<file path="src/rtl/ledek_pkg.sv">
// shared types and constants of the line editor with erase and kill
package ledek_pkg;

    // character codes
    localparam logic [7:0] NEWLINE_CODE    = 8'd10;
    localparam logic [7:0] ERASE_RESET     = 8'd35;
    localparam logic [7:0] KILL_RESET      = 8'd64;

    // configuration register indexes
    typedef logic [0:0] reg_idx_t;
    localparam reg_idx_t REG_ERASE_CHAR = 1'b0;
    localparam reg_idx_t REG_KILL_CHAR  = 1'b1;

    // command queue geometry
    localparam int QUEUE_DEPTH = 2;
    localparam int QPTR_W      = 1;
    localparam int QCNT_W      = 2;

    // operations passed from the front to the back
    typedef enum logic [1:0] {
        OP_APPEND   = 2'd0,
        OP_ERASE    = 2'd1,
        OP_KILL     = 2'd2,
        OP_LINE_END = 2'd3
    } op_t;

    typedef struct packed {
        op_t        op;
        logic [7:0] ch;
    } cmd_t;

endpackage

</file>
<file path="src/rtl/ledek_front.sv">
// front end: accepts characters, holds the edit codes, classifies into commands
module ledek_front (
    input  logic               clk,
    input  logic               rst_n,
    input  logic               in_valid,
    output logic               in_ready,
    input  logic [7:0]         in_char,
    input  logic               end_of_text,
    input  logic               cfg_wr_en,
    input  ledek_pkg::reg_idx_t cfg_index,
    input  logic [7:0]         cfg_wdata,
    input  logic               q_full,
    output logic               push,
    output ledek_pkg::cmd_t    push_cmd
);
    import ledek_pkg::*;

    logic [7:0] erase_char_reg;
    logic [7:0] kill_char_reg;
    logic       started_reg;
    logic       started_next;
    logic       accept;

    assign in_ready = !q_full;
    assign accept   = in_valid && in_ready;

    // configuration registers
    always_ff @(posedge clk or negedge rst_n)
    begin
        if (!rst_n)
        begin
            erase_char_reg <= ERASE_RESET;
            kill_char_reg  <= KILL_RESET;
        end
        else if (cfg_wr_en)
        begin
            unique case (cfg_index)
                REG_ERASE_CHAR: erase_char_reg <= cfg_wdata;
                REG_KILL_CHAR:  kill_char_reg  <= cfg_wdata;
                default:        erase_char_reg <= erase_char_reg;
            endcase
        end
    end

    // classify the incoming transaction
    always_comb
    begin
        push          = 1'b0;
        push_cmd.op   = OP_APPEND;
        push_cmd.ch   = in_char;
        started_next  = started_reg;
        if (accept)
        begin
            priority if (end_of_text)
            begin
                push         = started_reg;
                push_cmd.op  = OP_LINE_END;
                started_next = 1'b0;
            end
            else if (in_char == NEWLINE_CODE)
            begin
                push         = 1'b1;
                push_cmd.op  = OP_LINE_END;
                started_next = 1'b0;
            end
            else if (in_char == erase_char_reg)
            begin
                push         = 1'b1;
                push_cmd.op  = OP_ERASE;
                started_next = 1'b1;
            end
            else if (in_char == kill_char_reg)
            begin
                push         = 1'b1;
                push_cmd.op  = OP_KILL;
                started_next = 1'b1;
            end
            else
            begin
                push         = 1'b1;
                push_cmd.op  = OP_APPEND;
                started_next = 1'b1;
            end
        end
    end

    // line started flag
    always_ff @(posedge clk or negedge rst_n)
    begin
        if (!rst_n)
            started_reg <= 1'b0;
        else
            started_reg <= started_next;
    end

endmodule

</file>
<file path="src/rtl/ledek_queue.sv">
// two-entry command queue between front and back
module ledek_queue (
    input  logic            clk,
    input  logic            rst_n,
    input  logic            push,
    input  ledek_pkg::cmd_t push_cmd,
    input  logic            pop,
    output logic            full,
    output logic            not_empty,
    output ledek_pkg::cmd_t head_cmd
);
    import ledek_pkg::*;

    cmd_t              entries_reg [QUEUE_DEPTH];
    logic [QPTR_W-1:0] wr_ptr_reg;
    logic [QPTR_W-1:0] rd_ptr_reg;
    logic [QCNT_W-1:0] cnt_reg;
    logic              do_push;
    logic              do_pop;

    assign full      = (cnt_reg == QCNT_W'(QUEUE_DEPTH));
    assign not_empty = (cnt_reg != '0);
    assign head_cmd  = entries_reg[rd_ptr_reg];
    assign do_push   = push && !full;
    assign do_pop    = pop && not_empty;

    // entry storage
    always_ff @(posedge clk)
    begin
        if (do_push)
            entries_reg[wr_ptr_reg] <= push_cmd;
    end

    // pointers and occupancy
    always_ff @(posedge clk or negedge rst_n)
    begin
        if (!rst_n)
        begin
            wr_ptr_reg <= '0;
            rd_ptr_reg <= '0;
            cnt_reg    <= '0;
        end
        else
        begin
            if (do_push)
                wr_ptr_reg <= wr_ptr_reg + QPTR_W'(1);
            if (do_pop)
                rd_ptr_reg <= rd_ptr_reg + QPTR_W'(1);
            if (do_push && !do_pop)
                cnt_reg <= cnt_reg + QCNT_W'(1);
            else if (do_pop && !do_push)
                cnt_reg <= cnt_reg - QCNT_W'(1);
        end
    end

endmodule

</file>
<file path="src/rtl/ledek_back.sv">
// back end: line store, edit commands and line drain to the output register
module ledek_back #(
    parameter int LINE_DEPTH = 63
) (
    input  logic            clk,
    input  logic            rst_n,
    input  logic            q_valid,
    input  ledek_pkg::cmd_t head_cmd,
    output logic            pop,
    output logic            out_valid,
    input  logic            out_ready,
    output logic [7:0]      out_char,
    output logic            last_of_line,
    output logic            line_overflowed
);
    import ledek_pkg::*;

    localparam int AW = (LINE_DEPTH > 1) ? $clog2(LINE_DEPTH) : 1;
    localparam int CW = $clog2(LINE_DEPTH + 1);

    typedef enum logic [3:0] {
        S_IDLE  = 4'b0001,
        S_READ  = 4'b0010,
        S_LOAD  = 4'b0100,
        S_CLOSE = 4'b1000
    } state_t;

    state_t          state_reg, state_next;
    logic [7:0]      store_mem [LINE_DEPTH];
    logic [7:0]      rdata_reg;
    logic [CW-1:0]   fill_reg, fill_next;
    logic [CW-1:0]   idx_reg, idx_next;
    logic [CW-1:0]   idx_inc;
    logic            ovf_reg, ovf_next;
    logic            wr_en;
    logic            rd_en;
    logic            out_free;
    logic            load;
    logic [7:0]      load_char;
    logic            load_last;
    logic            out_valid_reg;
    logic [7:0]      out_char_reg;
    logic            last_reg;
    logic            ovf_out_reg;

    assign out_free = !out_valid_reg || out_ready;
    assign idx_inc  = idx_reg + CW'(1);

    // command execution and drain sequencing
    always_comb
    begin
        state_next = state_reg;
        fill_next  = fill_reg;
        idx_next   = idx_reg;
        ovf_next   = ovf_reg;
        pop        = 1'b0;
        wr_en      = 1'b0;
        rd_en      = 1'b0;
        load       = 1'b0;
        load_char  = rdata_reg;
        load_last  = 1'b0;
        unique case (state_reg)
            S_IDLE:
            begin
                if (q_valid)
                begin
                    pop = 1'b1;
                    unique case (head_cmd.op)
                        OP_APPEND:
                        begin
                            if (fill_reg < CW'(LINE_DEPTH))
                            begin
                                wr_en     = 1'b1;
                                fill_next = fill_reg + CW'(1);
                            end
                            else
                                ovf_next = 1'b1;
                        end
                        OP_ERASE:
                        begin
                            if (fill_reg != '0)
                                fill_next = fill_reg - CW'(1);
                        end
                        OP_KILL:
                        begin
                            fill_next = '0;
                            ovf_next  = 1'b0;
                        end
                        OP_LINE_END:
                        begin
                            idx_next   = '0;
                            state_next = (fill_reg == '0) ? S_CLOSE : S_READ;
                        end
                        default: state_next = S_IDLE;
                    endcase
                end
            end
            S_READ:
            begin
                rd_en      = 1'b1;
                state_next = S_LOAD;
            end
            S_LOAD:
            begin
                if (out_free)
                begin
                    load       = 1'b1;
                    idx_next   = idx_inc;
                    state_next = (idx_inc == fill_reg) ? S_CLOSE : S_READ;
                end
            end
            S_CLOSE:
            begin
                if (out_free)
                begin
                    load       = 1'b1;
                    load_char  = NEWLINE_CODE;
                    load_last  = 1'b1;
                    fill_next  = '0;
                    ovf_next   = 1'b0;
                    state_next = S_IDLE;
                end
            end
            default: state_next = S_IDLE;
        endcase
    end

    // line store, registered read port
    always_ff @(posedge clk)
    begin
        if (wr_en)
            store_mem[fill_reg[AW-1:0]] <= head_cmd.ch;
        if (rd_en)
            rdata_reg <= store_mem[idx_reg[AW-1:0]];
    end

    // control state
    always_ff @(posedge clk or negedge rst_n)
    begin
        if (!rst_n)
        begin
            state_reg <= S_IDLE;
            fill_reg  <= '0;
            idx_reg   <= '0;
            ovf_reg   <= 1'b0;
        end
        else
        begin
            state_reg <= state_next;
            fill_reg  <= fill_next;
            idx_reg   <= idx_next;
            ovf_reg   <= ovf_next;
        end
    end

    // output register
    always_ff @(posedge clk or negedge rst_n)
    begin
        if (!rst_n)
            out_valid_reg <= 1'b0;
        else if (load)
            out_valid_reg <= 1'b1;
        else if (out_ready)
            out_valid_reg <= 1'b0;
    end

    always_ff @(posedge clk)
    begin
        if (load)
        begin
            out_char_reg <= load_char;
            last_reg     <= load_last;
            ovf_out_reg  <= ovf_reg;
        end
    end

    assign out_valid       = out_valid_reg;
    assign out_char        = out_char_reg;
    assign last_of_line    = last_reg;
    assign line_overflowed = ovf_out_reg;

endmodule

</file>
<file path="src/rtl/line_editor_erase_kill_unit.sv">
// top level of the line editor with erase and kill characters
//
//  channel   direction  handshake              payload
//  in        input      in_valid / in_ready    in_char, end_of_text
//  out       output     out_valid / out_ready  out_char, last_of_line, line_overflowed
//  cfg       input      cfg_wr_en              cfg_index, cfg_wdata
//
// an ordinary, erase or kill character is executed in S_IDLE as it is popped from the queue
// a line end is taken in S_IDLE, each stored character is read in S_READ and loaded in S_LOAD,
// and S_CLOSE loads the newline; the S_READ step comes from the registered read port
// a two-entry command queue lets the front keep accepting while the back drains
// in_ready drops only when the queue is full; a stalled output holds the drain
// reset clears control state only; the line store is not cleared
module line_editor_erase_kill_unit #(
    parameter int LINE_DEPTH = 63
) (
    input  logic                clk,
    input  logic                rst_n,
    input  logic                in_valid,
    output logic                in_ready,
    input  logic [7:0]          in_char,
    input  logic                end_of_text,
    output logic                out_valid,
    input  logic                out_ready,
    output logic [7:0]          out_char,
    output logic                last_of_line,
    output logic                line_overflowed,
    input  logic                cfg_wr_en,
    input  ledek_pkg::reg_idx_t cfg_index,
    input  logic [7:0]          cfg_wdata
);
    import ledek_pkg::*;

    logic q_full;
    logic q_valid;
    logic push;
    logic pop;
    cmd_t push_cmd;
    cmd_t head_cmd;

    // accept and classify
    ledek_front u_front (
        .clk       (clk),
        .rst_n     (rst_n),
        .in_valid  (in_valid),
        .in_ready  (in_ready),
        .in_char   (in_char),
        .end_of_text(end_of_text),
        .cfg_wr_en (cfg_wr_en),
        .cfg_index (cfg_index),
        .cfg_wdata (cfg_wdata),
        .q_full    (q_full),
        .push      (push),
        .push_cmd  (push_cmd)
    );

    // command queue
    ledek_queue u_queue (
        .clk       (clk),
        .rst_n     (rst_n),
        .push      (push),
        .push_cmd  (push_cmd),
        .pop       (pop),
        .full      (q_full),
        .not_empty (q_valid),
        .head_cmd  (head_cmd)
    );

    // execute and drain
    ledek_back #(
        .LINE_DEPTH(LINE_DEPTH)
    ) u_back (
        .clk            (clk),
        .rst_n          (rst_n),
        .q_valid        (q_valid),
        .head_cmd       (head_cmd),
        .pop            (pop),
        .out_valid      (out_valid),
        .out_ready      (out_ready),
        .out_char       (out_char),
        .last_of_line   (last_of_line),
        .line_overflowed(line_overflowed)
    );

endmodule

</file>
<file path="config.mk">
export PLATFORM = sky130hd
export DESIGN_NAME = line_editor_erase_kill_unit
export DESIGN_NICKNAME = d
export VERILOG_FILES = /design/src/rtl/ledek_pkg.sv /design/src/rtl/ledek_front.sv /design/src/rtl/ledek_queue.sv /design/src/rtl/ledek_back.sv /design/src/rtl/line_editor_erase_kill_unit.sv
export SDC_FILE = /design/constraint.sdc
export NUM_CORES = 1
export LEC_CHECK = 0
export BUFFER_PORTS_ARGS = -buffer_cell sky130_fd_sc_hd__buf_2
export CAP_MARGIN = 5
export CORE_MARGIN = 3
export CORE_UTILIZATION = 46
export DETAILED_ROUTE_END_ITERATION = 8
export PLACE_DENSITY = 0.57
export SYNTH_ARGS = -nofsm -noshare
export SYNTH_HDL_FRONTEND = slang
export SYNTH_SLANG_ARGS = --single-unit
</file>
<file path="constraint.sdc">
create_clock -name clk -period 3.5 [get_ports clk]
set_input_delay 0.35 -clock clk [delete_from_list [all_inputs] [get_ports clk]]
set_output_delay 0.35 -clock clk [all_outputs]
set_load 0.01 [all_outputs]
</file>
== After elaboration in Yosys (flattened, before gate mapping) ==
Memories as Yosys holds them, arrays and structs flattened. A register that Yosys moved wholly into a read port is not among the register bits.
Index checks and enable logic that the tools add are counted.
Word-level totals
  register bits after elaboration: 49
  memory bits (writable): 524
  logic and storage cells: 121
  memories kept: 2
  bits of input ports: 23
Operators by class
  reduce and logical (&&, ||, !) cells: 25
  add/subtract/negate cells: 7
  bitwise gates (word level): 1
  magnitude comparators: 1
  multiplexer cells: 50
  equality and inequality tests: 21
Memories
  u_back.store_mem: depth 63, bits a word 8, rd ports 1, clocked after Yosys merged registers in 1, write ports 1, RTL line ledek_back.sv:29  | logic [7:0] store_mem [LINE_DEPTH];
  u_queue.entries_reg: depth 2, bits a word 10, rd ports 1, clocked after Yosys merged registers in 0, write ports 1, RTL line ledek_queue.sv:14  | cmd_t entries_reg [QUEUE_DEPTH];
Operators with widths (count)
  6-bit two-way mux: 7
  4-bit two-way mux: 6
  6-bit one-hot mux with 2 select lines: 2
  1-bit two-way mux: 22
  6-bit one-hot mux with 3 select lines: 1
  8-bit equality test: 2
  8-bit two-way mux: 2
  4-bit one-hot mux with 4 select lines: 1
  2-bit two-way mux: 7
  6-bit by 1-bit adder with 6-bit output (second input constant): 2
  2-bit nonzero test: 5
  8-bit by 4-bit equality test with 1-bit output (second input constant): 1
  4-bit AND reduction: 2
  2-bit equality test (second input constant): 3
  6-bit equality test: 1
  6-bit zero test: 1
  6-bit < comparator (second input constant): 1
  3-bit by 2-bit != test with 1-bit output (second input constant): 2
  3-bit != test (second input constant): 2
  6-bit AND reduction: 1
  6-bit nonzero test: 1
  6-bit by 1-bit subtractor with 6-bit output (second input constant): 1
  1-bit logical AND: 5
  5-bit AND reduction: 1
  other kinds (18): 26

== Logic depth before layout (Yosys ltp) ==
Gate-level depths: netlist of the first run.
  word-level depth: 9
  gate-level depth with buffers: 10

== By module ==
Synthesis of the first run repeated with hierarchy kept, for this count alone.
Second synthesis, totals
  cell total of the unflattened synthesis: 1256
  area, all modules: 23538.8 um^2
Modules (own cells, without submodules)
  ledek_back: cells an instance 1129, area an instance 21645.8 um^2, times used 1
  ledek_queue: cells an instance 50, area an instance 968.4 um^2, times used 1
  ledek_front: cells an instance 77, area an instance 924.6 um^2, times used 1

== Worst setup path after synthesis of the first run ==
No wires, ideal clock.
  kind: register to register
  start point: register u_back.state_reg[0]
  end point: memory u_back.store_mem[55][0] (enable)
  path slack: 1159 ps
  buffers on the path: 0
  data arrival time: 1971 ps
  clock period less this slack: 2341 ps
  cell stages (with the launch flop): 6
  data required time: 3130 ps
  setup time: 370 ps
  path through: dfstp_2 > nor4b_4 > o211ai_1 > nor2_1 > nand4_1 > nor2_1
Between the ends
  cells in the longest elaborated chain, start to end: 4
Ends and longest elaborated chain
  from (decl): RTL line ledek_back.sv:28  | state_t state_reg, state_next;
  from (signal assigned): RTL line ledek_back.sv:149  | state_reg <= state_next;
  4-bit by 1-bit equality test with 1-bit output: RTL line ledek_back.sv:62  | unique case (state_reg)
  1-bit two-way mux: RTL line ledek_back.sv:62
  1-bit two-way mux: RTL line ledek_back.sv:131  | if (wr_en)
  1-bit two-way mux (not written as such): RTL line ledek_back.sv:132  | store_mem[fill_reg[AW-1:0]] <= head_cmd.ch;
  to (decl): RTL line ledek_back.sv:29
Every way passes these cells.

== Worst setup path after layout of the first run ==
  start point: register u_back.state_reg[0]
  end point: memory u_back.store_mem[8][5] (enable)
Same word-level chain as after synthesis.

==> impl_metrics.tcl, run 1 <==
set metrics [dict create \
    max-clock-path-buffers 3 \
    yosys_register_bits 581 \
    synth.cell_area_um2 23300 \
    clkSlewWorstSetupHoldPaths_ps 60 \
    multi_input_area_um2 5660 \
    synth_largest_type_area_fraction 0.699 \
    rsz0062_at_grt "false" \
    drt_iter0_drc 1158 \
    power_density_over_the_cells_nw_per_um2 675 \
    grt_first_pass_wirelength_um 82000 \
    area_delta_synth_final_pct 16.0 \
    seq_area_frac_synth 0.741 \
    worst_ir_drop_vdd_mv 0.617 \
    detailed_place.area_um2 24800 \
    grt_overflow_total 0 \
    flip_flop_count_of_the_largest_register_after_layout 504 \
    critPathLaunch "u_back.state_reg[0]$_DFFE_PN1P_" \
    cts_root_buffer "sky130_fd_sc_hd__clkbuf_16" \
    rows 81 \
    final-hold-violation-count 0 \
    worst_pin_slew_ps 1200 \
    synth_edf_count 542 \
    max_clock_freq_mhz 344 \
    drc 0 \
    cts_tree "built" \
    finalSetupViolations 0 \
    pin_count_of_the_biggest_net_entering_global_routing 64 \
    route.detailed.wl_per_inst_um 26.4 \
    design.final.nets 1389 \
    netlist_top_cells_area "sky130_fd_sc_hd__edfxtp_1 70%, sky130_fd_sc_hd__mux4_2 12%, sky130_fd_sc_hd__dfrtp_1 3.7%, sky130_fd_sc_hd__mux2_2 1.5%, sky130_fd_sc_hd__nor2_1 1.4%" \
    crit-reg2reg-launch "u_back.state_reg[0]$_DFFE_PN1P_" \
    postRouteAntennaNets 0 \
    grt_pass1_vias 12300 \
    maxSlewHeadroom 0.198 \
    critical_path_capture_point "u_back.store_mem[8][5]$_DFFE_PP_" \
    die_w_um 231 \
    rr_endpoint "u_back.store_mem[8][5]$_DFFE_PP_" \
    clkSinkCount 581 \
    wl_final_um 54800 \
    cts_buffers 60 \
    synth_top_cells_by_count "542 x sky130_fd_sc_hd__edfxtp_1, 125 x sky130_fd_sc_hd__mux4_2, 84 x sky130_fd_sc_hd__nor2_1, 43 x sky130_fd_sc_hd__nand2_1, 34 x sky130_fd_sc_hd__dfrtp_1" \
    core_um2 49500 \
    worstSetupStartpointType "flop" \
    hold_path.class "in2reg" \
    count_of_mapped_cells_out_of_synthesis 1210 \
    post_route_cells_drive_above_1_share 0.282 \
    routed-via-count 12000 \
    worst-r2r-cell-count 6 \
    required_ps 3750 \
    timing.reg2reg.setup_slack_ps 590 \
    yosysWarnings 0 \
    synthMostInstantiatedCell "sky130_fd_sc_hd__edfxtp_1" \
    all_layer_gr_usage 0.210 \
    fin_tns_setup_ps 0 \
    clock_insertion_delay_worst_skew_ps 630 \
    cts-htree-levels 2 \
    fin_skew_ps 29.9 \
    io_buffer_count 34 \
    hold_depth 1 \
    globalplace.congestion 0.830 \
    grt_antenna_before_repair 0 \
    setup.worst_path.class "reg2reg" \
    yosys.cell_types.count 65 \
    initial_utilization 0.471 \
    synth_flop_cell "sky130_fd_sc_hd__edfxtp_1" \
    dieArea_um2 53400 \
    regArea_um2 17300 \
    n_antenna_cell 0 \
    hpwlAfterDp_um 34900 \
    slew_violations 0 \
    die_height_um 231 \
    drt_pass1_iterations 5 \
    postLayoutCellArea_um2 27000 \
    n_fill_cell 3944 \
    power_leakage_nw 8.70 \
    boundaryPins 35 \
    cp.arrival_ps 3150 \
    yosys.area.top_type "sky130_fd_sc_hd__edfxtp_1" \
    critical_path_fanouts_max 8 \
    post_cts_resize_count 0 \
    post-route-period-util 0.831 \
    syn_avg_cell_area_um2 19.3 \
    time_the_final_worst_path_needs_with_i_o_delays_and_setup_ps 2910 \
    vias_per_cell 5.78 \
    mappedNetlistNets 1236 \
    run_status "complete, no violations" \
    cap_viol_max_count 0 \
    setup.worst_path.end_class "flop" \
    synth-async-reset-ratio 0.0671 \
]
layer usage:
| metal | global-route usage | wire length [um] | vias up |
|---|---|---|---|
| li1 | - | - | 5221 |
| met1 | 0.304 | 24100 | 6304 |
| met2 | 0.334 | 26100 | 379 |
| met3 | 0.0344 | 3200 | 88 |
| met4 | 0.0624 | 1390 | 0 |
| met5 | 0 | 0 | - |
worst max-delay path, cell delays in order (launching register included):
cell	delay, ps
sky130_fd_sc_hd__dfstp_2	620
sky130_fd_sc_hd__nor4b_4	210
sky130_fd_sc_hd__buf_4	180
sky130_fd_sc_hd__o211ai_1	160
sky130_fd_sc_hd__nor2_1	260
sky130_fd_sc_hd__nand2_1	350
sky130_fd_sc_hd__nor2_1	750
how the worst min path moves through the flow:
stage	slack (ps)	endpoint	from
final	40	u_queue.entries_reg[1][0]$_DFFE_PP_	in_char[0]
after global routing	40	u_queue.entries_reg[0][0]$_DFFE_PP_	in_char[0]
after CTS	9	u_queue.entries_reg[1][0]$_DFFE_PP_	in_char[0]
after detailed placement	480	u_queue.wr_ptr_reg$_DFFE_PN0P_	u_queue.wr_ptr_reg$_DFFE_PN0P_
after global placement	470	u_queue.wr_ptr_reg$_DFFE_PN0P_	u_queue.wr_ptr_reg$_DFFE_PN0P_
after floorplan	50	u_back.fill_reg[0]$_DFFE_PN0P_	rst_n
cells in the final DEF, fill, tap and decap left out, drive strengths merged, types with 10 or more instances in the layout:
cell type	n
buf	138
nand2	43
dfrtp	34
mux2	31
clkinv	24
edfxtp	542
mux2i	27
a22oi	17
dlygate4sd3	16
clkbuf	72
nor2b	15
nand3	19
xor2	22
nor2	84
bufinv	10
nor3	14
xnor2	11
inv	10
mux4	125
o21ai	26
a21oi	18
kinds of logic after synthesis:
group | after synthesis | synth area share
flops | 581 | 0.741
buf+inv | 72 | 0.0169
mux | 183 | 0.148
fa+ha+maj | 3 | 0.00161
xor+xnor | 33 | 0.0124
simple gates | 224 | 0.0466
compound gates | 114 | 0.0336
power breakdown:
| part | internal [mW] | total, mW | switching [mW] |
|---|---|---|---|
| registers | 8.58 | 8.83 | 0.252 |
| logic | 1.02 | 2.85 | 1.83 |
| clock network | 3.96 | 6.57 | 2.61 |
stage by stage:
stage | hold slack (ps) | setup slack [ps] | power (mW) | std cells | util
6_report | 39.5 | 593 | 18.3 | 2075 | 0.546
3_3_place_gp | 470 | 576 | 11.8 | 1949 | 0.502
2_1_floorplan | 54.4 | 1160 | 10.8 | 1210 | -
4_1_cts | 8.78 | 542 | 18.4 | 2075 | 0.546
5_1_grt | 36.3 | 392 | 19.0 | 2075 | 0.546
3_5_place_dp | 482 | 551 | 11.8 | 1949 | 0.502
timing repair:
action,CTS,global route
endpoints found under the hold margin,64,0
setup buffers,0,0
hold buffers,16,0
layout make-up:
cell class	instances	area share
sequential	581	0.639
clock inverter	38	0.0169
timing repair buffer	154	0.0439
tap	664	0.0307
clock buffer	72	0.0588
multi-input combinational	557	0.209
inverter	9	0.00125
No activity file was read; power rests on OpenSTA's default activity.
==> run 2, diff against run 1 <==
--- a/config.mk
+++ b/config.mk
@@ -10,7 +10,7 @@
 export CORE_MARGIN = 3
 export CORE_UTILIZATION = 46
 export DETAILED_ROUTE_END_ITERATION = 8
-export PLACE_DENSITY = 0.57
+export PLACE_DENSITY = 0.6
 export SYNTH_ARGS = -nofsm -noshare
 export SYNTH_HDL_FRONTEND = slang
 export SYNTH_SLANG_ARGS = --single-unit
==> constraint.sdc (replaced) <==
create_clock -name clk -period 2.6 [get_ports clk]
set_input_delay 0.26 -clock clk [delete_from_list [all_inputs] [get_ports clk]]
set_output_delay 0.26 -clock clk [all_outputs]
set_load 0.01 [all_outputs]
==> run 2 against run 1 <==
Net effect: largest power group unchanged; utilization is 0.18 points higher; clock power rose by 25%; first-iteration DRC count decreased by 6.5%; largest cell class unchanged; highest routed layer unchanged.
==> impl_metrics.tcl, run 2 (synthesis results as in run 1) <==
set metrics [dict create \
    most_common_cell_after_layout_fill_and_taps_aside "sky130_fd_sc_hd__edfxtp_1" \
    drc 0 \
    critical_path_fanouts_max 9 \
    setup.worst_path.end_class "flop" \
    required_ps 3130 \
    all_layer_gr_usage 0.207 \
    grt_first_pass_wirelength_um 81500 \
    clock_power_share 0.341 \
    crit_chain "mux2i_2 > nand2_1 > xnor2_1 > ha_1 > nor4_1 > a21oi_1 > or3_1 > o211ai_1" \
    power_density_over_the_cells_nw_per_um2 885 \
    share_seq_of_total_power 0.492 \
    cts-htree-levels 2 \
    grt_antenna_before_repair 0 \
    final_cell_mix "542 x sky130_fd_sc_hd__edfxtp_1, 125 x sky130_fd_sc_hd__mux4_2, 114 x sky130_fd_sc_hd__buf_4, 84 x sky130_fd_sc_hd__nor2_1, 59 x sky130_fd_sc_hd__clkbuf_16" \
    postRouteAntennaNets 0 \
    drt_pass1_iterations 5 \
    fin_skew_ps 27.5 \
    worst_ir_drop_vdd_mv 0.645 \
    number_of_cells_after_detailed_placement 1971 \
    multi_input_area_um2 5660 \
    post-route-worst-setup-slack_ps 88.7 \
    max-clock-path-buffers 3 \
    design.final.nets 1413 \
    grt_pass1_vias 12400 \
    max_clock_freq_mhz 398 \
    final-hold-violation-count 0 \
    rows 81 \
    dieArea_um2 53400 \
    vias_per_cell 5.71 \
    cts_root_buffer "sky130_fd_sc_hd__clkbuf_16" \
    n_fill_cell 3904 \
    total_power_mw 24.0 \
    net_sw_frac 0.260 \
    cap_viol_max_count 0 \
    drt_iter0_drc 1083 \
    combPwrFrac 0.167 \
    post-route-period-util 0.966 \
    finalSetupViolations 0 \
    fin_tns_setup_ps 0 \
    die_w_um 231 \
    cts_buffers 59 \
    fin_util 0.548 \
    clkSinkCount 581 \
    worst_pin_slew_ps 887 \
    worstSetupStartpointType "flop" \
    post_route_cells_drive_above_1_share 0.293 \
    core_um2 49500 \
    io_buffer_count 34 \
    hpwlAfterDp_um 33400 \
    post-cts-setup-buffers 0 \
    crit_path_top_delay_cell "sky130_fd_sc_hd__dfrtp_1" \
    p_switching_mw 6.25 \
    regArea_um2 17300 \
    cts_tree "built" \
    run_status "complete, no violations" \
    globalplace.congestion 0.817 \
    area_delta_synth_final_pct 16.4 \
    cp.arrival_ps 3040 \
    power_leakage_nw 8.76 \
    cp_slowest_stage_delay_ps 520 \
    routed-via-count 12000 \
    dp_slack_ps -2.80 \
    setup.worst_path.class "reg2reg" \
    slew_violations 0 \
    time_the_final_worst_path_needs_with_i_o_delays_and_setup_ps 2510 \
    hold_path.class "in2reg" \
    wl_final_um 53700 \
    grt_overflow_total 0 \
    flip_flop_count_of_the_largest_register_after_layout 504 \
    clock_insertion_delay_worst_skew_ps 620 \
    boundaryPins 35 \
    route.detailed.wl_per_inst_um 25.6 \
    maxSlewHeadroom 0.408 \
    clkSlewWorstSetupHoldPaths_ps 60 \
    die_height_um 231 \
    pin_count_of_the_biggest_net_entering_global_routing 64 \
    internal-power_mw 17.8 \
    initial_utilization 0.471 \
    final-instance-count-excl-fill 2096 \
]
-- run 2: changes by cell type in the layout (fill, tap and decap cells not counted), moves of 2 or more --
cell,change
sky130_fd_sc_hd__inv_6,+2
sky130_fd_sc_hd__dlygate4sd3_1,+2
sky130_fd_sc_hd__clkinv_8,-2
sky130_fd_sc_hd__diode_2,+2
sky130_fd_sc_hd__clkbuf_16,-3
sky130_fd_sc_hd__bufinv_16,-4
sky130_fd_sc_hd__clkinv_1,-3
sky130_fd_sc_hd__clkinv_2,+4
sky130_fd_sc_hd__buf_12,+6
sky130_fd_sc_hd__buf_4,+16
-- run 2: power by group through the flow --
stage / sequential (mW) / clock (mW) / combinational, mW
final: 11.8 / 8.18 / 4.01
after global routing: 11.9 / 8.78 / 4.39
after CTS: 11.8 / 8.37 / 4.08
after detailed placement: 12.0 / 0 / 4.05
after global placement: 12.0 / 0 / 3.97
after floorplan: 11.9 / 0 / 2.61
-- run 2: layout make-up --
| cell class | count | area share |
|---|---|---|
| multi-input combinational | 557 | 0.209 |
| inverter | 9 | 0.00125 |
| tap | 664 | 0.0306 |
| antenna | 2 | 0.000185 |
| sequential | 581 | 0.637 |
| timing repair buffer | 179 | 0.0544 |
| clock buffer | 69 | 0.0558 |
| clock inverter | 35 | 0.0121 |
-- run 2: per-layer routing --
metal	GRT usage	wire length [um]	vias to the layer above	part of all wire
met5	0	0	-	0
met4	0.0620	1360	0	0.025
met1	0.293	23100	6294	0.43
met2	0.339	26300	329	0.49
li1	-	-	5256	-
met3	0.0284	2930	81	0.055
-- run 2: path summary, 6_finish.rpt --
kind / start / cells after the start / endpoint / slack (ps)
min: end_of_text / 3 / u_queue.wr_ptr_reg$_DFFE_PN0P_ / 60
min reg2reg: u_back.ovf_reg$_DFFE_PN0P_ / 0 / u_back.line_overflowed$_DFFE_PP_ / 470
min in group asynchronous: rst_n / 2 / u_front.erase_char_reg[2]$_DFFE_PN0P_ / 310
max: u_queue.rd_ptr_reg$_DFFE_PN0P_ / 8 / u_back.fill_reg[2]$_DFFE_PN0P_ / 90
max reg2reg: u_queue.rd_ptr_reg$_DFFE_PN0P_ / 8 / u_back.fill_reg[2]$_DFFE_PN0P_ / 90
max in group asynchronous: rst_n / 2 / u_back.idx_reg[0]$_DFFE_PN0P_ / 1630
-- run 2: stage by stage --
step	hold slack [ps]	area, um2
final	59.2	27100
after floorplan	-35.6	23300
after detailed placement	454	25000
after global routing	66.5	27100
after CTS	11.5	27100
after global placement	435	25000
-- run 2: worst max-delay path, delay by kind of cell, from the launching register on --
kind	cells	cell delay, ps
simple gates	3	910
flops	1	520
mux	1	330
compound gates	2	280
fa+ha+maj	1	230
xor+xnor	1	160
-- run 2: what timing repair did --
| item | 4_1_cts | 5_1_grt |
|---|---|---|
| hold buffers | 18 | 0 |
| endpoints found under the hold margin | 68 | 0 |
| pin swaps | 0 | 0 |
| setup endpoints to repair | 1 | 1 |
| resized for setup | 2 | 1 |
